==> src/sv/chs_pkg.sv <==
// Package for the chained hash set: shared widths, command and register
// codes, and the item word passed from the front end to the back end.
// No dependencies.
package chs_pkg;

  // Key and configuration widths.
  localparam int KEY_W = 32;
  localparam int REM_W = 5;
  localparam int CNT_W = $clog2(KEY_W);

  // Default sizes of the bucket store.
  localparam int NUM_BUCKETS_DFLT  = 16;
  localparam int BUCKET_DEPTH_DFLT = 8;

  // Configuration port.
  localparam int PADDR_W = 3;
  localparam int PDATA_W = 32;
  localparam logic [REM_W-1:0] BUCKET_COUNT_RST = 5'd10;

  // Register indexes (word address).
  localparam logic REG_BUCKET_COUNT = 1'b0;

  // Command codes.
  localparam logic CMD_INSERT = 1'b0;
  localparam logic CMD_QUERY  = 1'b1;

  // Queue between front end and back end.
  localparam int Q_DEPTH = 2;
  localparam int QP_W    = 1;
  localparam int QC_W    = $clog2(Q_DEPTH + 1);

  // One classified word: command, key, and its bucket index.
  typedef struct packed {
    logic             cmd;
    logic [KEY_W-1:0] key;
    logic [REM_W-1:0] bucket;
  } chs_item_t;

endpackage

==> src/sv/chs_queue.sv <==
// Short queue between the front end and the back end of the hash set.
// Holds classified words so each side can stall on its own.
// Depends on chs_pkg.
module chs_queue (
  input  logic               clk,
  input  logic               rst_n,
  input  logic               push,
  input  chs_pkg::chs_item_t push_item,
  output logic               full,
  input  logic               pop,
  output chs_pkg::chs_item_t pop_item,
  output logic               empty
);

  chs_pkg::chs_item_t               entries_r [chs_pkg::Q_DEPTH];
  logic [chs_pkg::QP_W-1:0]         wr_ptr_r, wr_ptr_nxt;
  logic [chs_pkg::QP_W-1:0]         rd_ptr_r, rd_ptr_nxt;
  logic [chs_pkg::QC_W-1:0]         count_r, count_nxt;

  assign full     = (count_r == chs_pkg::QC_W'(chs_pkg::Q_DEPTH));
  assign empty    = (count_r == '0);
  assign pop_item = entries_r[rd_ptr_r];

  // Pointer and occupancy update.
  always_comb begin
    wr_ptr_nxt = push ? wr_ptr_r + 1'b1 : wr_ptr_r;
    rd_ptr_nxt = pop ? rd_ptr_r + 1'b1 : rd_ptr_r;
    count_nxt  = count_r;
    if (push && !pop) begin
      count_nxt = count_r + 1'b1;
    end else if (pop && !push) begin
      count_nxt = count_r - 1'b1;
    end
  end

  always_ff @(posedge clk) begin
    if (!rst_n) begin
      wr_ptr_r <= '0;
      rd_ptr_r <= '0;
      count_r  <= '0;
    end else begin
      wr_ptr_r <= wr_ptr_nxt;
      rd_ptr_r <= rd_ptr_nxt;
      count_r  <= count_nxt;
    end
  end

  // Entry storage.
  always_ff @(posedge clk) begin
    if (push) begin
      entries_r[wr_ptr_r] <= push_item;
    end
  end

  a_no_overflow: assert property (@(posedge clk) disable iff (!rst_n)
    push |-> !full)
    else $error("queue written while full");

  a_no_underflow: assert property (@(posedge clk) disable iff (!rst_n)
    pop |-> !empty)
    else $error("queue read while empty");

endmodule

==> config.mk <==
export PLATFORM = sky130hd
export DESIGN_NAME = chs_queue
export DESIGN_NICKNAME = d
export VERILOG_FILES = /design/src/sv/chs_pkg.sv /design/src/sv/chs_queue.sv
export SDC_FILE = /design/constraint.sdc
export NUM_CORES = 1
export LEC_CHECK = 0
export BUFFER_PORTS_ARGS = -buffer_cell sky130_fd_sc_hd__clkbuf_2
export CORE_MARGIN = 1
export CORE_UTILIZATION = 25
export DETAILED_ROUTE_END_ITERATION = 12
export PLACE_DENSITY_LB_ADDON = 0.08
export SETUP_SLACK_MARGIN = 0.05
export SYNTH_ARGS = -nofsm -noshare
export SYNTH_HDL_FRONTEND = slang
export SYNTH_SLANG_ARGS = --single-unit
==> constraint.sdc <==
create_clock -name clk -period 5.11 [get_ports clk]
set_input_delay 0.511 -clock clk [delete_from_list [all_inputs] [get_ports clk]]
set_output_delay 0.511 -clock clk [all_outputs]
set_load 0.02 [all_outputs]
=== Yosys cells after proc, flatten, opt, wreduce, memory -nomap -nowiden ===
Memories as Yosys holds them, arrays and structs flattened. A register that Yosys moved wholly into a read port is not among the register bits.
Index checks and enable logic that the tools add are counted.

* Memories: 1
* Output and inout port bits: 40
* Flip-flop bits (word level): 4
* Bits in writable memories: 76

{| class="wikitable"
|+ Memories
! name !! words !! width !! read ports !! clocked after Yosys merged registers in !! wr ports !! RTL line !! source
|-
| entries_r || 2 || 38 || 1 || 1 || 1 || chs_queue.sv:15 || <nowiki>chs_pkg::chs_item_t entries_r [chs_pkg::Q_DEPTH];</nowiki>
|}

* $add $sub $neg: 4
* Muxes and demuxes: 6
* Equal/unequal tests: 1
* Reductions and logical operators: 6

{| class="wikitable"
|+ Operator list
! kind !! number
|-
| $mux 1 || 4
|-
| $mux 2 || 2
|-
| $add 1x1->1 const B || 2
|-
| $add 2x1->2 const B || 1
|-
| $eq 2x2->1 const B || 1
|-
| $logic_and 1x1->1 || 2
|-
| $logic_not 1->1 || 2
|-
| $logic_not 2->1 || 1
|-
| $reduce_bool 2->1 || 1
|-
| $sub 2x1->2 const B || 1
|}

=== Depth between registers and ports, before layout ===
* Word-level depth: 4
* Mapped depth: 5
* Depth with buffers taken out: 5

=== Worst setup path after synthesis ===
OpenSTA, ideal clock, no wires.

* Path kind: input -> register
* From: input push
* To: memory entries_r[0][0] in the netlist's numbering (enable)
* Required time: 4671 ps
* Library setup time: 439 ps
* Setup slack: 2425 ps
* Data arrival time: 2246 ps
* Stages: 1
* Path through: nor2b_1

* Longest elaborated chain between the ends: 2

{| class="wikitable"
|+ RTL lines
! element !! RTL line !! source
|-
| start: declaration || chs_queue.sv:7 || <nowiki>input logic push,</nowiki>
|-
| $mux 1 || chs_queue.sv:50 || <nowiki>if (push) begin</nowiki>
|-
| $mux 1 (not written as such) || chs_queue.sv:51 || <nowiki>entries_r[wr_ptr_r] <= push_item;</nowiki>
|-
| end: declaration || chs_queue.sv:15 ||
|}

Every way passes these cells.

==> impl_metrics.env <==
export IMPL_netlist_instances=140
export IMPL_cts_sinks=81
export IMPL_critPathLaunchType="flop"
export IMPL_setup_ws_ns=2.643
export IMPL_numCtsBuffers=9
export IMPL_rsz0062_at_grt="no"
export IMPL_cts_resized_gates=0
export IMPL_cts_setup_buffers=0
export IMPL_cts_root_buf="clkbuf_16"
export IMPL_die_area_um2=12300
export IMPL_power_density_nw_per_um2=412.2
export IMPL_cp_max_fo=38
export IMPL_synth_top_family_by_area="multiplexers"
export IMPL_cpMaxStageDelayCell="dfxtp_2"
export IMPL_wire_per_inst_um=14.72
export IMPL_fin_skew_ns=0.003286
export IMPL_critical_path_top_delay_family="flip-flops"
export IMPL_min_path_type="in -> reg"
export IMPL_critical_path_max_stage_delay_ns=1.01
export IMPL_max_cap_violations=0
export IMPL_drive_gt1_share_pct=58.12
export IMPL_grt_pass1_wl_um=8742
export IMPL_hold_viol=0
export IMPL_cts_tree="done"
export IMPL_nets=272
export IMPL_routed_wirelength_um=5551
export IMPL_synth_top_area_share_pct=76.99
export IMPL_path_buf_inv=1
export IMPL_core_area_um2=11470
export IMPL_insertedDiodeCount=0
export IMPL_outcome="completed"
export IMPL_antenna_found_initial=0
export IMPL_grt_overflow=0
export IMPL_die_width_um=110.9
export IMPL_finalSetupTns_ns=0
export IMPL_port_buffer_count=81
export IMPL_fin_util_pct=33.24
export IMPL_dp_hpwl_um=3355
export IMPL_yosys_area_share_simple_pct=1.900
export IMPL_synth_mux_area_share_pct=14.44
export IMPL_p_total_mw=1.571
export IMPL_holdPathStages=1
export IMPL_cp_num_cells=2
export IMPL_crit_arrival_ns=1.96
export IMPL_rr_worst_depth=1
export IMPL_drc_errors=0
export IMPL_grt_pass1_vias=1622
export IMPL_yosys_area_top_type="edfxtp_1"
export IMPL_synth_avg_cell_area_um2=21.17
export IMPL_clk_latency_ns=0.33
export IMPL_post_place_ws_ns=2.931
export IMPL_yosysSeqAreaShare_pct=80.37
export IMPL_drv_slew=0
export IMPL_synth_distinct_cells=18
export IMPL_ant_nets=0
export IMPL_die_h_um=110.9
export IMPL_tightest_slew_ns=1.037
export IMPL_synth_net_count=183
export IMPL_vias=1534
export IMPL_synth_area_top_cells="edfxtp_1 (77%), mux2_2 (14%), dfxtp_1 (3.4%)"
export IMPL_synth_warning_count=0
export IMPL_ir_worst_vdd_v=0.0001191
export IMPL_path_cells="mux2_2 -> clkbuf_2"
export IMPL_syn_area_um2=2964
export IMPL_p_leak_nw=1.440
export IMPL_drt_pre_antenna_iters=3
export IMPL_grt_total_usage_pct=9.878
export IMPL_cts_buffer_depth=2
export IMPL_required_ns=4.60
export IMPL_critPathKind="reg -> out"
export IMPL_gp_routability_congestion=0.6294
export IMPL_synth_compound_area_share_pct=0.6754
export IMPL_grt_max_degree=39
export IMPL_rows=39
export IMPL_finalSetupViolCount=0
export IMPL_synthToLayoutAreaGrowth_pct=28.58
export IMPL_path_clk_slew_ns=0.06
export IMPL_hold_buffers=0
export IMPL_synthAdderAreaFrac_pct=0.4221
export IMPL_h_tree_depth=3
export IMPL_fmax_mhz=405.4
export IMPL_via_per_inst=4.069
export IMPL_period_share_pct=48.27
export IMPL_drtIter0Drc=58
export IMPL_io_pins=82
export IMPL_ys_seq_elements=81
export IMPL_relSlewSlack_pct=30.85
export IMPL_fin_crit_ns=2.467
export IMPL_initial_core_util_pct=25.85
export IMPL_cp_end_kind="output pin"
export IMPL_synth_xor_area_share_pct=0.8864
==> routing by layer <==
metal | vias to the layer above | wire [um] | global-route usage, %
met5 | - | 0 | 0
met4 | 0 | 173 | 7.200
met3 | 13 | 304 | 3.609
met2 | 47 | 2531 | 14.62
met1 | 750 | 2542 | 11.79
li1 | 724 | - | -
==> power breakdown <==
group / internal (mW) / switching, mW / leakage (nW) / total (mW)
combinational: 0.0728 / 0.0924 / 0.547 / 0.165
sequential: 0.766 / 0.0221 / 0.755 / 0.788
clock: 0.375 / 0.242 / 0.138 / 0.618
total: 1.21 / 0.357 / 1.44 / 1.57
==> cells in the final DEF, fill, tap and decap left out <==
cell type	netlist	final
clkbuf_2	0	81
edfxtp_1	76	76
mux2_2	38	38
clkbuf_16	0	9
dfxtp_1	5	4
and2_1	4	3
clkbuf_1	0	3
xor2_1	2	2
clkinv_2	0	2
inv_1	1	1
nor2_1	1	1
and2b_2	1	1
and2_2	0	1
nor2b_4	0	1
xnor2_1	1	1
nor2b_1	2	1
o21a_1	1	1
o21ai_0	1	1
or3_1	1	1
a21boi_1	1	1
ha_1	1	1
dfxtp_2	0	1
clkinv_1	0	1
bufinv_16	0	1
buf_4	1	1
==> sequential cells by signal (all words and copies together) (netlist names), named ones only <==
| signal | count |
|---|---|
| entries_r | 76 |
| count_r | 2 |
| rd_ptr_r | 1 |
| wr_ptr_r | 1 |
==> stage by stage <==
step | hold WS [ns] | std cells | area, um2
after global placement | 0.4967 | 361 | 3531
after detailed placement | 0.5039 | 361 | 3531
after floorplan | 0.4662 | 140 | 2964
after global routing | 0.3472 | 377 | 3811
after CTS | 0.3409 | 377 | 3811
final | 0.3597 | 377 | 3811
==> synthesized netlist by cell type, drive strengths merged <==
master / instances
edfxtp: 76
inv: 1
dfxtp: 5
or3: 1
xor2: 2
o21a: 1
xnor2: 1
nor2: 1
ha: 1
buf: 4
nor2b: 2
o21ai: 1
a21boi: 1
mux2: 38
and2b: 1
and2: 4
==> final cells by class <==
cell class	count	area (um2)
Fill cell	1133	7656
Sequential cell	81	2384
Multi-Input combinational cell	54	551.8
Timing Repair Buffer	82	412.9
Clock buffer	12	236.5
Tap cell	143	178.9
Clock inverter	4	43.79
Inverter	1	3.754
==> worst paths after layout <==
| check | startpoint | endpoint | slack [ns] |
|---|---|---|---|
| setup / recovery | flop | pop_item[6] | 2.64 |
| hold / removal | push_item[35] | entries_r[0][35] | 0.36 |
| setup reg to reg | wr_ptr_r | entries_r[1][7] | 3.49 |
| hold reg to reg | count_r[1] | count_r[1] | 0.51 |
==> logic make-up after synthesis <==
logic type,count (synthesis)
muxes,38
AOI/OAI and AO/OA,3
adders and majority gates,1
buffers and inverters,5
and+or+nand+nor,9
xor gates and xnor gates,3
DFF,81
No activity file was read; power rests on OpenSTA's default activity.
