===== src/sv/chs_pkg.sv =====
// Package for the chained hash set: shared widths, command and register
// codes, and the item word passed from the front end to the back end.
// No dependencies.
package chs_pkg;

  // Key and configuration widths.
  localparam int KEY_W = 32;
  localparam int REM_W = 5;
  localparam int CNT_W = $clog2(KEY_W);

  // Default sizes of the bucket store.
  localparam int NUM_BUCKETS_DFLT  = 16;
  localparam int BUCKET_DEPTH_DFLT = 8;

  // Configuration port.
  localparam int PADDR_W = 3;
  localparam int PDATA_W = 32;
  localparam logic [REM_W-1:0] BUCKET_COUNT_RST = 5'd10;

  // Register indexes (word address).
  localparam logic REG_BUCKET_COUNT = 1'b0;

  // Command codes.
  localparam logic CMD_INSERT = 1'b0;
  localparam logic CMD_QUERY  = 1'b1;

  // Queue between front end and back end.
  localparam int Q_DEPTH = 2;
  localparam int QP_W    = 1;
  localparam int QC_W    = $clog2(Q_DEPTH + 1);

  // One classified word: command, key, and its bucket index.
  typedef struct packed {
    logic             cmd;
    logic [KEY_W-1:0] key;
    logic [REM_W-1:0] bucket;
  } chs_item_t;

endpackage


===== src/sv/chs_front.sv =====
// Front end of the chained hash set: accepts words and finds the bucket
// with a bit-serial remainder unit, then pushes the word into the queue.
// Depends on chs_pkg.
module chs_front #(
  parameter int NUM_BUCKETS = chs_pkg::NUM_BUCKETS_DFLT
) (
  input  logic                            clk,
  input  logic                            rst_n,
  input  logic                            in_valid,
  output logic                            in_stall,
  input  logic                            in_cmd,
  input  logic [chs_pkg::KEY_W-1:0]       in_key,
  input  logic [chs_pkg::REM_W-1:0]       bucket_count,
  input  logic                            hold,
  input  logic                            q_full,
  output logic                            q_push,
  output chs_pkg::chs_item_t              q_item
);

  typedef enum logic [2:0] {
    F_IDLE = 3'b001,
    F_DIV  = 3'b010,
    F_PUSH = 3'b100
  } front_state_t;

  front_state_t                    state_r, state_nxt;
  logic                            cmd_r, cmd_nxt;
  logic [chs_pkg::KEY_W-1:0]       key_r, key_nxt;
  logic [chs_pkg::KEY_W-1:0]       sh_r, sh_nxt;
  logic [chs_pkg::REM_W-1:0]       div_r, div_nxt;
  logic [chs_pkg::REM_W-1:0]       rem_r, rem_nxt;
  logic [chs_pkg::CNT_W-1:0]       cnt_r, cnt_nxt;
  logic [chs_pkg::REM_W-1:0]       active;
  logic [chs_pkg::REM_W:0]         trial;
  logic [chs_pkg::REM_W:0]         diff;
  logic                            accept;

  // Bucket count in use: zero acts as one, and it never exceeds the store.
  always_comb begin
    if (bucket_count == '0) begin
      active = chs_pkg::REM_W'(1);
    end else if (32'(bucket_count) > NUM_BUCKETS) begin
      active = chs_pkg::REM_W'(NUM_BUCKETS);
    end else begin
      active = bucket_count;
    end
  end

  assign in_stall = (state_r != F_IDLE) || hold;
  assign accept   = in_valid && !in_stall;

  // One restoring remainder step: shift in the next key bit, subtract if it fits.
  assign trial = {rem_r, sh_r[chs_pkg::KEY_W-1]};
  assign diff  = trial - {1'b0, div_r};

  // Next-state logic.
  always_comb begin
    state_nxt = state_r;
    cmd_nxt   = cmd_r;
    key_nxt   = key_r;
    sh_nxt    = sh_r;
    div_nxt   = div_r;
    rem_nxt   = rem_r;
    cnt_nxt   = cnt_r;
    q_push    = 1'b0;
    case (state_r)
      F_IDLE: begin
        if (accept) begin
          cmd_nxt   = in_cmd;
          key_nxt   = in_key;
          sh_nxt    = in_key;
          div_nxt   = active;
          rem_nxt   = '0;
          cnt_nxt   = '0;
          state_nxt = F_DIV;
        end
      end
      F_DIV: begin
        if (trial >= {1'b0, div_r}) begin
          rem_nxt = diff[chs_pkg::REM_W-1:0];
        end else begin
          rem_nxt = trial[chs_pkg::REM_W-1:0];
        end
        sh_nxt  = sh_r << 1;
        cnt_nxt = cnt_r + 1'b1;
        if (cnt_r == chs_pkg::CNT_W'(chs_pkg::KEY_W - 1)) begin
          state_nxt = F_PUSH;
        end
      end
      F_PUSH: begin
        if (!q_full) begin
          q_push    = 1'b1;
          state_nxt = F_IDLE;
        end
      end
      default: begin
        state_nxt = F_IDLE;
      end
    endcase
  end

  // Control state is reset; the datapath needs none.
  always_ff @(posedge clk) begin
    if (!rst_n) begin
      state_r <= F_IDLE;
    end else begin
      state_r <= state_nxt;
    end
  end

  always_ff @(posedge clk) begin
    cmd_r <= cmd_nxt;
    key_r <= key_nxt;
    sh_r  <= sh_nxt;
    div_r <= div_nxt;
    rem_r <= rem_nxt;
    cnt_r <= cnt_nxt;
  end

  assign q_item = '{cmd: cmd_r, key: key_r, bucket: rem_r};

  // A finished remainder is always below the divisor.
  a_rem_below_div: assert property (@(posedge clk) disable iff (!rst_n)
    (state_r == F_PUSH) |-> (rem_r < div_r))
    else $error("bucket index not below bucket count");

endmodule


===== config.mk =====
export PLATFORM = sky130hd
export DESIGN_NAME = chs_front
export DESIGN_NICKNAME = d
export VERILOG_FILES = /design/src/sv/chs_pkg.sv /design/src/sv/chs_front.sv
export SDC_FILE = /design/constraint.sdc
export NUM_CORES = 1
export LEC_CHECK = 0
export BUFFER_PORTS_ARGS = -buffer_cell sky130_fd_sc_hd__buf_2
export CORE_MARGIN = 1
export CORE_UTILIZATION = 30
export DETAILED_ROUTE_END_ITERATION = 8
export GPL_TIMING_DRIVEN = 0
export PLACE_DENSITY_LB_ADDON = 0.2
export SYNTH_ARGS = -nofsm -noshare
export SYNTH_HDL_FRONTEND = slang
export SYNTH_SLANG_ARGS = --single-unit

===== constraint.sdc =====
create_clock -name clk -period 3.7 [get_ports clk]
set_input_delay 0.74 -clock clk [delete_from_list [all_inputs] [get_ports clk]]
set_output_delay 0.74 -clock clk [all_outputs]
set_load 0.05 [all_outputs]

## After elaboration in Yosys (flattened, before gate mapping)

Cells that the tools add are included.

| cells by class | value |
|---|---|
| add/subtract/negate cells | 2 |
| order comparisons | 2 |
| equality and inequality tests | 8 |
| muxes and demuxes | 13 |
| reduce and logical (&&, ||, !) cells | 9 |

Operators with widths:

| cell | number |
|---|---|
| 32-bit case mux with 2 select lines | 1 |
| 32-bit two-way mux | 1 |
| 5-bit case mux with 2 select lines | 2 |
| 5-bit two-way mux | 3 |
| 3-bit two-way mux | 3 |
| 3-bit case mux with 3 select lines | 1 |
| 6-bit by 5-bit >= comparator with 1-bit output | 1 |
| 2-bit inequality test (second input constant) | 3 |
| 5-bit by 1-bit adder with 5-bit output (second input constant) | 1 |
| 5-bit equality test (second input constant) | 1 |
| 5-bit > comparator (second input constant) | 1 |
| 5-bit logical NOT | 1 |
| 5-bit subtractor | 1 |
| 2-bit AND reduction | 2 |
| 3-bit by 1-bit equality test with 1-bit output (second input constant) | 1 |
| 3-bit by 2-bit equality test with 1-bit output (second input constant) | 1 |
| 3-bit equality test (second input constant) | 1 |
| 3-bit by 1-bit inequality test with 1-bit output (second input constant) | 1 |
| 3-bit AND reduction | 1 |
| 1-bit two-way mux | 2 |
| 2-bit nonzero test | 1 |
| 2-bit OR reduction | 1 |
| 1-bit logical AND | 1 |
| 1-bit logical NOT | 1 |
| 1-bit logical OR | 1 |

| word-level totals | value |
|---|---|
| register bits after elaboration | 83 |
| output and inout port bits | 40 |
| word-level logic and storage cells | 42 |

## Logic depth before layout (Yosys ltp)

Gate-level depths: netlist of run 1.

| depth | value |
|---|---|
| depth in word-level cells | 6 |
| mapped depth | 8 |
| depth with buffers taken out | 8 |

## Worst setup path after synthesis of run 1

No wires, ideal clock.

| timing path | value |
|---|---|
| kind | in2reg |
| from | in hold |
| to | reg state_r[0] |
| library setup time | 0.237 ns |
| arrival | 3.317 ns |
| data required time | 3.463 ns |
| setup slack | 0.147 ns |
| stages | 4 |
| cell sequence | inv_1 > nand4_1 > a21oi_1 > o21ai_0 |

| on the way | value |
|---|---|
| cells in the longest elaborated chain, start to end | 5 |

RTL lines:

| element | RTL line | source |
|---|---|---|
| start, declared | chs_front.sv:14 | `input logic hold,` |
| 1-bit logical OR | chs_front.sv:49 | `assign in_stall = (state_r != F_IDLE) \|\| hold;` |
| 1-bit logical NOT | chs_front.sv:50 | `assign accept = in_valid && !in_stall;` |
| 1-bit logical AND | chs_front.sv:50 |  |
| 2-bit inequality test (no line) | n/a |  |
| 3-bit AND reduction (no line) | n/a |  |
| end signal, assigned | chs_front.sv:107 | `state_r <= state_nxt;` |
| end, declared | chs_front.sv:26 | `front_state_t state_r, state_nxt;` |

No other way between the ends.
A chain may end at the register's enable or synchronous reset.

## Worst setup path in the final report of run 1

| timing path | value |
|---|---|
| from | reg sh_r[31] (netlist name) |
| to | reg rem_r[4] (netlist name), data pin |

| on the way | value |
|---|---|
| cells in the longest elaborated chain, start to end | 3 |
| elaborated cells between the ends (all ways) | 4 |

RTL lines:

| element | RTL line | source |
|---|---|---|
| start, declared | chs_front.sv:29 | `logic [chs_pkg::KEY_W-1:0] sh_r, sh_nxt;` |
| start signal, assigned | chs_front.sv:114 | `sh_r <= sh_nxt;` |
| 5-bit subtractor or 6-bit by 5-bit >= comparator with 1-bit output (tied branches) | chs_front.sv:54, chs_front.sv:79 |  |
| 5-bit two-way mux * | chs_front.sv:79 | `if (trial >= {1'b0, div_r}) begin` |
| 5-bit case mux with 2 select lines * | chs_front.sv:66 | `case (state_r)` |
| end signal, assigned | chs_front.sv:116 | `rem_r <= rem_nxt;` |
| end, declared | chs_front.sv:31 | `logic [chs_pkg::REM_W-1:0] rem_r, rem_nxt;` |

Mark *: on every way between the ends. The rest lies on a longest branch, timed or not.

==> flow_metrics.tcl, run 1 <==
set metrics [dict create \
    status "finished clean" \
    final_cell_area_um2 4370 \
    end_kind "flip-flop" \
    synth_ff_type "edfxtp_1" \
    netlist_area_um2 3450 \
    criticalPathCategory "reg2reg" \
    hold_viol_final 0 \
    port_buffers 82 \
    cts_num_sinks 83 \
    post_dp_cell_area_um2 4100 \
    clk_latency_ns 0.33 \
    die_area_um2 11900 \
    crit_fanout 3 \
    yosys_warnings 0 \
    setup_violations 0 \
    finClkSkew_ns 0.00675 \
    nets 417 \
    power_mw 2.15 \
    holdBufCountCts 0 \
    ant_nets 0 \
    first_global_vias 2147 \
    synth_edf_count 80 \
    row_count 38 \
    areaGrowthSynthToFinish_pct 26.9 \
    crit_arrival_ns 2.27 \
    synth-seq-area-share 0.714 \
    worstPathRequired_ns 3.76 \
    syn_area_per_cell_um2 12.8 \
    cellPowerDensity_nw_per_um2 493 \
    dp_hpwl_um 4580 \
    drc 0 \
    grt_pass1_wl_um 10500 \
    rsz0062_at_grt "false" \
    fin_crit_sh 0.595 \
    slew_headroom 0.526 \
    clkTransAtPathRegs_ns 0.06 \
    wirelength_um 6590 \
    leakagePower_nw 1.84 \
    grt_max_degree 26 \
    numCtsBuffers 9 \
    initial_utilization 0.313 \
    antenna_found_initial 0 \
    cts_post_setup_buffers_inserted 0 \
    ys_async_sr_fraction 0 \
    cts_tree "yes" \
    ys_ff_latch 83 \
    peakVddDrop_v 0.000166 \
    synth_nets 322 \
    die_h_um 109 \
    cap_violations 0 \
    rrSetupSlack_ns 1.50 \
    syn_inst 269 \
    clockRootBuffer "clkbuf_16" \
    tightestPinTransition_ns 0.710 \
    place_congestion 0.836 \
    track_usage 0.119 \
    drv_slew 0 \
    core_area_um2 11000 \
    min_path_type "reg2reg" \
    drt_iter0_markers 77 \
    fmax_mhz 454 \
    via_per_inst 4.43 \
    io_pins 83 \
    cts_resized 0 \
    drt_pre_antenna_iters 5 \
    grt_overflow 0 \
    cts.path.max_buffers 2 \
    fin_ws_ns 1.50 \
    htree_levels 3 \
    fin_crit_ns 2.20 \
    synth_cell_types 37 \
    via_count 2250 \
    start_kind "flip-flop" \
    dp_slack_ns 1.27 \
    insertedDiodeCount 0 \
    post_drt_wl_per_cell_um 13.0 \
    die_w_um 109 \
    drive_above_1_share 0.307 \
]
[critical path, stage by stage (launching register included)]
cell and delay, ns:
edfxtp_1 0.41, inv_1 0.08, ha_1 0.16, inv_1 0.06, fa_1 0.41, a21oi_2 0.21, inv_1 0.06, a2111oi_0 0.46
nor3_1 0.09
[cell type report]
type                    count  area [µm²]
fillers                  1089        6660
flip-flops and latches     83        2460
multi-input cells         166         896
repair buffers             84         458
clock buffers              11         233
well taps                 140         175
plain buffers               9        66.3
clock inverters             4        42.5
inverters                  11        41.3
[synthesized netlist by cell type, drive strengths merged (2+ instances only)]
| cell type | count | share of area |
|---|---|---|
| edfxtp | 80 | 0.70 |
| nand2 | 97 | 0.11 |
| dfxtp | 3 | 0.017 |
| o21ai | 6 | 0.0087 |
| o31ai | 3 | 0.0094 |
| a21o | 2 | 0.0044 |
| nand2b | 2 | 0.0058 |
| ha | 9 | 0.033 |
| nand4 | 4 | 0.0073 |
| o21a | 2 | 0.0044 |
| nor2 | 13 | 0.015 |
| buf | 9 | 0.019 |
| inv | 11 | 0.012 |
| a21oi | 4 | 0.0069 |
| xnor2 | 2 | 0.0051 |
| nand3 | 3 | 0.0044 |
| and2 | 6 | 0.011 |
[report_power, final]
part           switching (mW)  internal, mW  total (mW)
sequential             0.0134          1.08        1.10
clock                   0.337         0.514       0.851
combinational           0.144        0.0628       0.207
[cell usage in the layout (no fill, tap or decap), types with 2 or more instances in the layout]
master / instances
nand2_1: 97
buf_2: 87
edfxtp_1: 80
inv_1: 11
nor2_1: 11
ha_1: 9
clkbuf_16: 9
and2_1: 6
nand4_1: 4
o21ai_0: 4
buf_6: 3
nand3_1: 3
dfxtp_1: 3
o21ai_1: 2
a21oi_1: 2
a21o_1: 2
o21a_1: 2
xnor2_1: 2
o31ai_2: 2
clkinv_1: 2
clkbuf_1: 2
[flip-flops by register name (all words and copies together) (netlist names)]
signal   flops
cmd_r        1
state_r      3
div_r        5
rem_r        5
cnt_r        5
sh_r        32
key_r       32
[cell families (layout without fill, tap and decap cells)]
logic type	count (synthesis)	count (layout)	synth area share
AO/OA/AOI/OAI	19	19	0.0381
AND/OR/NAND/NOR	134	134	0.170
buffers and inverters	20	119	0.0312
flip-flops	83	83	0.714
adder cells (fa/ha/maj)	10	10	0.0385
XOR/XNOR	3	3	0.00762
[routing by layer]
metal	GRT usage	part of all wire	vias up
met1	0.154	0.47	1054
met2	0.182	0.46	61
li1	-	-	1126
met3	0.0263	0.045	9
met4	0.0657	0.020	0
met5	0	0	-
[per-stage QoR]
step / setup TNS, ns / hold slack (ns) / util / instances
after floorplan: 0 / 0.478 / - / 269
after global placement: -55.24 / 0.489 / 0.366 / 491
after detailed placement: 0 / 0.493 / 0.372 / 493
after CTS: 0 / 0.509 / 0.397 / 508
after global routing: 0 / 0.525 / 0.397 / 508
final: 0 / 0.502 / 0.397 / 508
[worst paths after layout]
check                               from  endpoint  depth (start not counted)
worst min register to register   sh_r[0]   sh_r[1]                          2
worst max-delay path            sh_r[31]  rem_r[4]                          8
worst min-delay path             sh_r[0]   sh_r[1]                          2
worst max register to register  sh_r[31]  rem_r[4]                          8
Note: power is estimated with default switching activity, not from simulation.
==> inputs of run 2 (changes only) <==
clock period = 2.1 ns   (was 3.7 ns; I/O delays follow)
==> flow_metrics.tcl, run 2 (synthesis gave the netlist of run 1 again) <==
set metrics [dict create \
    status "finished clean" \
    crit_arrival_ns 2.07 \
    finClkSkew_ns 0.00468 \
    min_from "in_cmd" \
    nets 420 \
    hold_depth 1 \
    drv_slew 0 \
    post_drt_wl_per_cell_um 13.3 \
    setup_violations 0 \
    port_buffers 82 \
    top_regs "key_r: 32 flops, sh_r: 32 flops" \
    wirelength_um 6830 \
    via_count 2267 \
    insertedDiodeCount 0 \
    fin_ws_ns 0.115 \
    critPathTopFamily "adder cells" \
    max_stage_delay_ns 0.42 \
    track_usage 0.120 \
    grt_max_degree 28 \
    clkTransAtPathRegs_ns 0.06 \
    die_h_um 109 \
    initial_utilization 0.313 \
    antenna_found_initial 0 \
    worstPathRequired_ns 2.19 \
    place_congestion 0.839 \
    critical_path.startpoint "sh_r[31]" \
    drt_iter0_markers 58 \
    grt_pass1_wl_um 10500 \
    htree_levels 3 \
    slew_headroom 0.495 \
    tightestPinTransition_ns 0.758 \
    cts_tree "yes" \
    first_global_vias 2249 \
    cpMostUsedCell "inv_2" \
    min_path_type "in2reg" \
    final_common_cell "nand2_1" \
    cap_violations 0 \
    cts_num_sinks 83 \
    fin_crit_ns 1.99 \
    io_pins 83 \
    clockRootBuffer "clkbuf_16" \
    utilization 0.407 \
    min_delay_worst_endpoint "cmd_r" \
    leakagePower_nw 1.87 \
    crit_fanout 3 \
    dp_slack_ns -0.0964 \
    critPathSlowestCell "edfxtp_1" \
    reg2reg_to "rem_r[4]" \
    peakVddDrop_v 0.000339 \
    layout_common_cells "97 x nand2_1, 87 x buf_2, 80 x edfxtp_1" \
    numCtsBuffers 9 \
    rrSetupSlack_ns 0.11 \
    cts.path.max_buffers 2 \
    drc 0 \
    drt_pre_antenna_iters 4 \
    via_per_inst 4.43 \
    grt_overflow 0 \
    clk_latency_ns 0.34 \
    cp_num_buf_inv 3 \
    fmax_mhz 504 \
    areaGrowthSynthToFinish_pct 30.3 \
    placed_cells 493 \
    final_cells 512 \
    drive_above_1_share 0.344 \
    ant_nets 0 \
    criticalPathCategory "reg2reg" \
    die_w_um 109 \
    r2r_start "sh_r[31]" \
    r2r_cells 8 \
    die_area_um2 11900 \
    power_mw 4.00 \
    setup_tns_ns 0 \
    dp_hpwl_um 4680 \
    cellPowerDensity_nw_per_um2 889 \
    fin_crit_sh 0.945 \
    row_count 38 \
    path_cells "inv_1 > ha_2 > inv_2 > fa_2 > a21oi_4 > inv_2 > a2111oi_4 > nor3_2" \
    hold_viol_final 0 \
    start_kind "flip-flop" \
    core_area_um2 11000 \
    end_kind "flip-flop" \
]
[run 2: worst max path at each step]
stage	depth (start not counted)	to
floorplan	3	cnt_r[0]
global placement	5	state_r[0]
detailed placement	5	sh_r[11]
CTS	8	rem_r[4]
global route	8	rem_r[4]
finish	8	rem_r[4]
[run 2: metrics by stage]
stage          hold slack (ns)  instance area, µm²
2_1_floorplan            0.484                3460
3_3_place_gp             0.489                4050
3_5_place_dp             0.497                4110
4_1_cts                  0.244                4430
5_1_grt                  0.246                4490
6_report                 0.258                4490
[run 2: layout make-up]
class / count / area (µm²)
fill: 1110 / 6540
sequential: 83 / 2460
multi-input combinational: 167 / 958
timing repair buffer: 86 / 473
clock buffer: 9 / 225
tap: 140 / 175
clock inverter: 7 / 91.3
buffer: 9 / 66.3
inverter: 11 / 41.3
[run 2: worst register-to-register path: cells and delay by family (launching register included)]
family | cells | cell delay (ns)
flops | 1 | 0.42
fa+ha+maj | 2 | 0.55
compound gates | 2 | 0.52
buf+inv | 3 | 0.19
simple gates | 1 | 0.06
[run 2: routing by layer]
layer	vias to the layer above	part of all wire	GRT usage
li1	1140	-	-
met1	1059	0.47	0.145
met5	-	0	0
met2	58	0.46	0.189
met4	0	0.022	0.0705
met3	10	0.047	0.0383
[run 2: what timing repair did]
action                     CTS  global route
gates resized for setup      2            10
setup buffers                0             2
hold buffers                 0             0
setup endpoints to repair    3            25
cloned                       0             1
pin swaps                    0             7
[run 2: power by group]
| part | internal, mW | total (mW) | switching (mW) |
|---|---|---|---|
| registers | 1.91 | 1.93 | 0.0242 |
| clock network | 1.04 | 1.68 | 0.640 |
| logic | 0.120 | 0.387 | 0.267 |
==> inputs of run 3 (changes only) <==
==> constraint.sdc (replaced) <==
create_clock -name clk -period 2.1 [get_ports clk]
set_input_delay 0.105 -clock clk [delete_from_list [all_inputs] [get_ports clk]]
set_output_delay 0.105 -clock clk [all_outputs]
set_load 0.05 [all_outputs]
==> flow_metrics.tcl, run 3 (synthesis gave the netlist of run 1 again) <==
set metrics [dict create \
    initial_utilization 0.313 \
    ant_nets 0 \
    die_area_um2 11900 \
    grt_overflow 0 \
    combPwrFrac 0.106 \
    crit_arrival_ns 2.05 \
    post_drt_wl_per_cell_um 13.0 \
    peakVddDrop_v 0.000338 \
    via_per_inst 4.38 \
    io_pins 83 \
    drc 0 \
    drive_above_1_share 0.312 \
    start_kind "flip-flop" \
    dp_hpwl_um 4520 \
    drv_slew 0 \
    first_global_vias 2316 \
    numCtsBuffers 9 \
    p_int_mw 3.10 \
    p_clk_frac 0.411 \
    criticalPathCategory "reg2reg" \
    fin_crit_sh 0.941 \
    place_congestion 0.842 \
    drt_iter0_markers 55 \
    nets 453 \
    finClkSkew_ns 0.00487 \
    top_regs "key_r: 32 flops, sh_r: 32 flops" \
    power_mw 4.00 \
    rsz0062_at_grt "true" \
    areaGrowthSynthToFinish_pct 38.8 \
    setup_violations 0 \
    clkTransAtPathRegs_ns 0.06 \
    drt_pre_antenna_iters 4 \
    wirelength_um 7090 \
    max_stage_delay_ns 0.40 \
    insertedDiodeCount 0 \
    leakagePower_nw 2.01 \
    path_cells "inv_1 > ha_1 > inv_1 > fa_2 > a21oi_4 > inv_1 > a2111oi_2 > nor3_1" \
    antenna_found_initial 0 \
    fin_crit_ns 1.98 \
    cellPowerDensity_nw_per_um2 836 \
    min_path_type "in2reg" \
    cts_tree "yes" \
    layout_common_cells "97 x nand2_1, 87 x buf_2, 80 x edfxtp_1" \
    clockRootBuffer "clkbuf_16" \
    final_common_cell "nand2_1" \
    cap_violations 0 \
    fin_ws_ns 0.123 \
    tightestPinTransition_ns 0.788 \
    slew_headroom 0.474 \
    core_area_um2 11000 \
    cts_num_sinks 83 \
    htree_levels 3 \
    status "finished clean" \
    clk_latency_ns 0.33 \
    cpMostUsedCell "inv_1" \
    end_kind "flip-flop" \
    cp_num_buf_inv 3 \
    switchingPower_mw 0.908 \
    hold_viol_final 0 \
    critPathTopFamily "adder cells" \
    port_buffers 82 \
    die_h_um 109 \
    worstPathRequired_ns 2.18 \
    via_count 2380 \
    setup_tns_ns 0 \
    row_count 38 \
    fmax_mhz 506 \
    seqPwrFrac 0.483 \
    dp_slack_ns -0.295 \
    grt_pass1_wl_um 11300 \
    cts.path.max_buffers 2 \
    critPathSlowestCell "edfxtp_1" \
    grt_max_degree 28 \
    crit_fanout 3 \
    track_usage 0.129 \
    p_sw_frac 0.227 \
    die_w_um 109 \
]
## run 3: cell type report
cell class,count,area (µm²)
fillers,1062,6240
flip-flops and latches,83,2460
multi-input cells,167,945
repair buffers,119,786
clock buffers,10,229
well taps,140,175
clock inverters,5,78.8
plain buffers,9,66.3
inverters,11,41.3
## run 3: path summary, 6_finish.rpt
path / from / to / slack [ns] / depth (start not counted)
setup / recovery: sh_r[31] / rem_r[4] / 0.12 / 8
hold / removal: bucket_count[3] / div_r[3] / 0.06 / 2
setup reg to reg: sh_r[31] / rem_r[4] / 0.12 / 8
hold reg to reg: state_r[0] / state_r[2] / 0.49 / 1
## run 3: per-layer routing
| metal | wire length, µm | track usage |
|---|---|---|
| met2 | 3390 | 0.202 |
| met3 | 268 | 0.0233 |
| met5 | 0 | 0 |
| met4 | 163 | 0.0819 |
| met1 | 3260 | 0.164 |
## run 3: through the flow
stage	hold slack, ns	instance area, µm²	utilization	cells
after floorplan	0.181	3470	-	269
after global placement	0.288	4050	0.367	491
after detailed placement	0.290	4080	0.370	492
after CTS	0.0527	4760	0.431	543
after global routing	0.0660	4790	0.434	544
final	0.0635	4790	0.434	544
## run 3: power groups by stage
| stage | Clock, mW | Sequential [mW] | Combinational (mW) |
|---|---|---|---|
| floorplan | 0 | 2.07 | 0.131 |
| global placement | 0 | 1.97 | 0.350 |
| detailed placement | 0 | 1.97 | 0.362 |
| CTS | 1.69 | 1.93 | 0.422 |
| global route | 1.75 | 1.94 | 0.464 |
| finish | 1.65 | 1.93 | 0.423 |
## run 3: timing repair
action,in CTS,in global routing
hold buffers,34,0
pin swaps,1,3
hold endpoints to repair,34,0
resized for setup,3,7
cloned,1,0
setup buffers,1,1
setup endpoints to repair,44,71
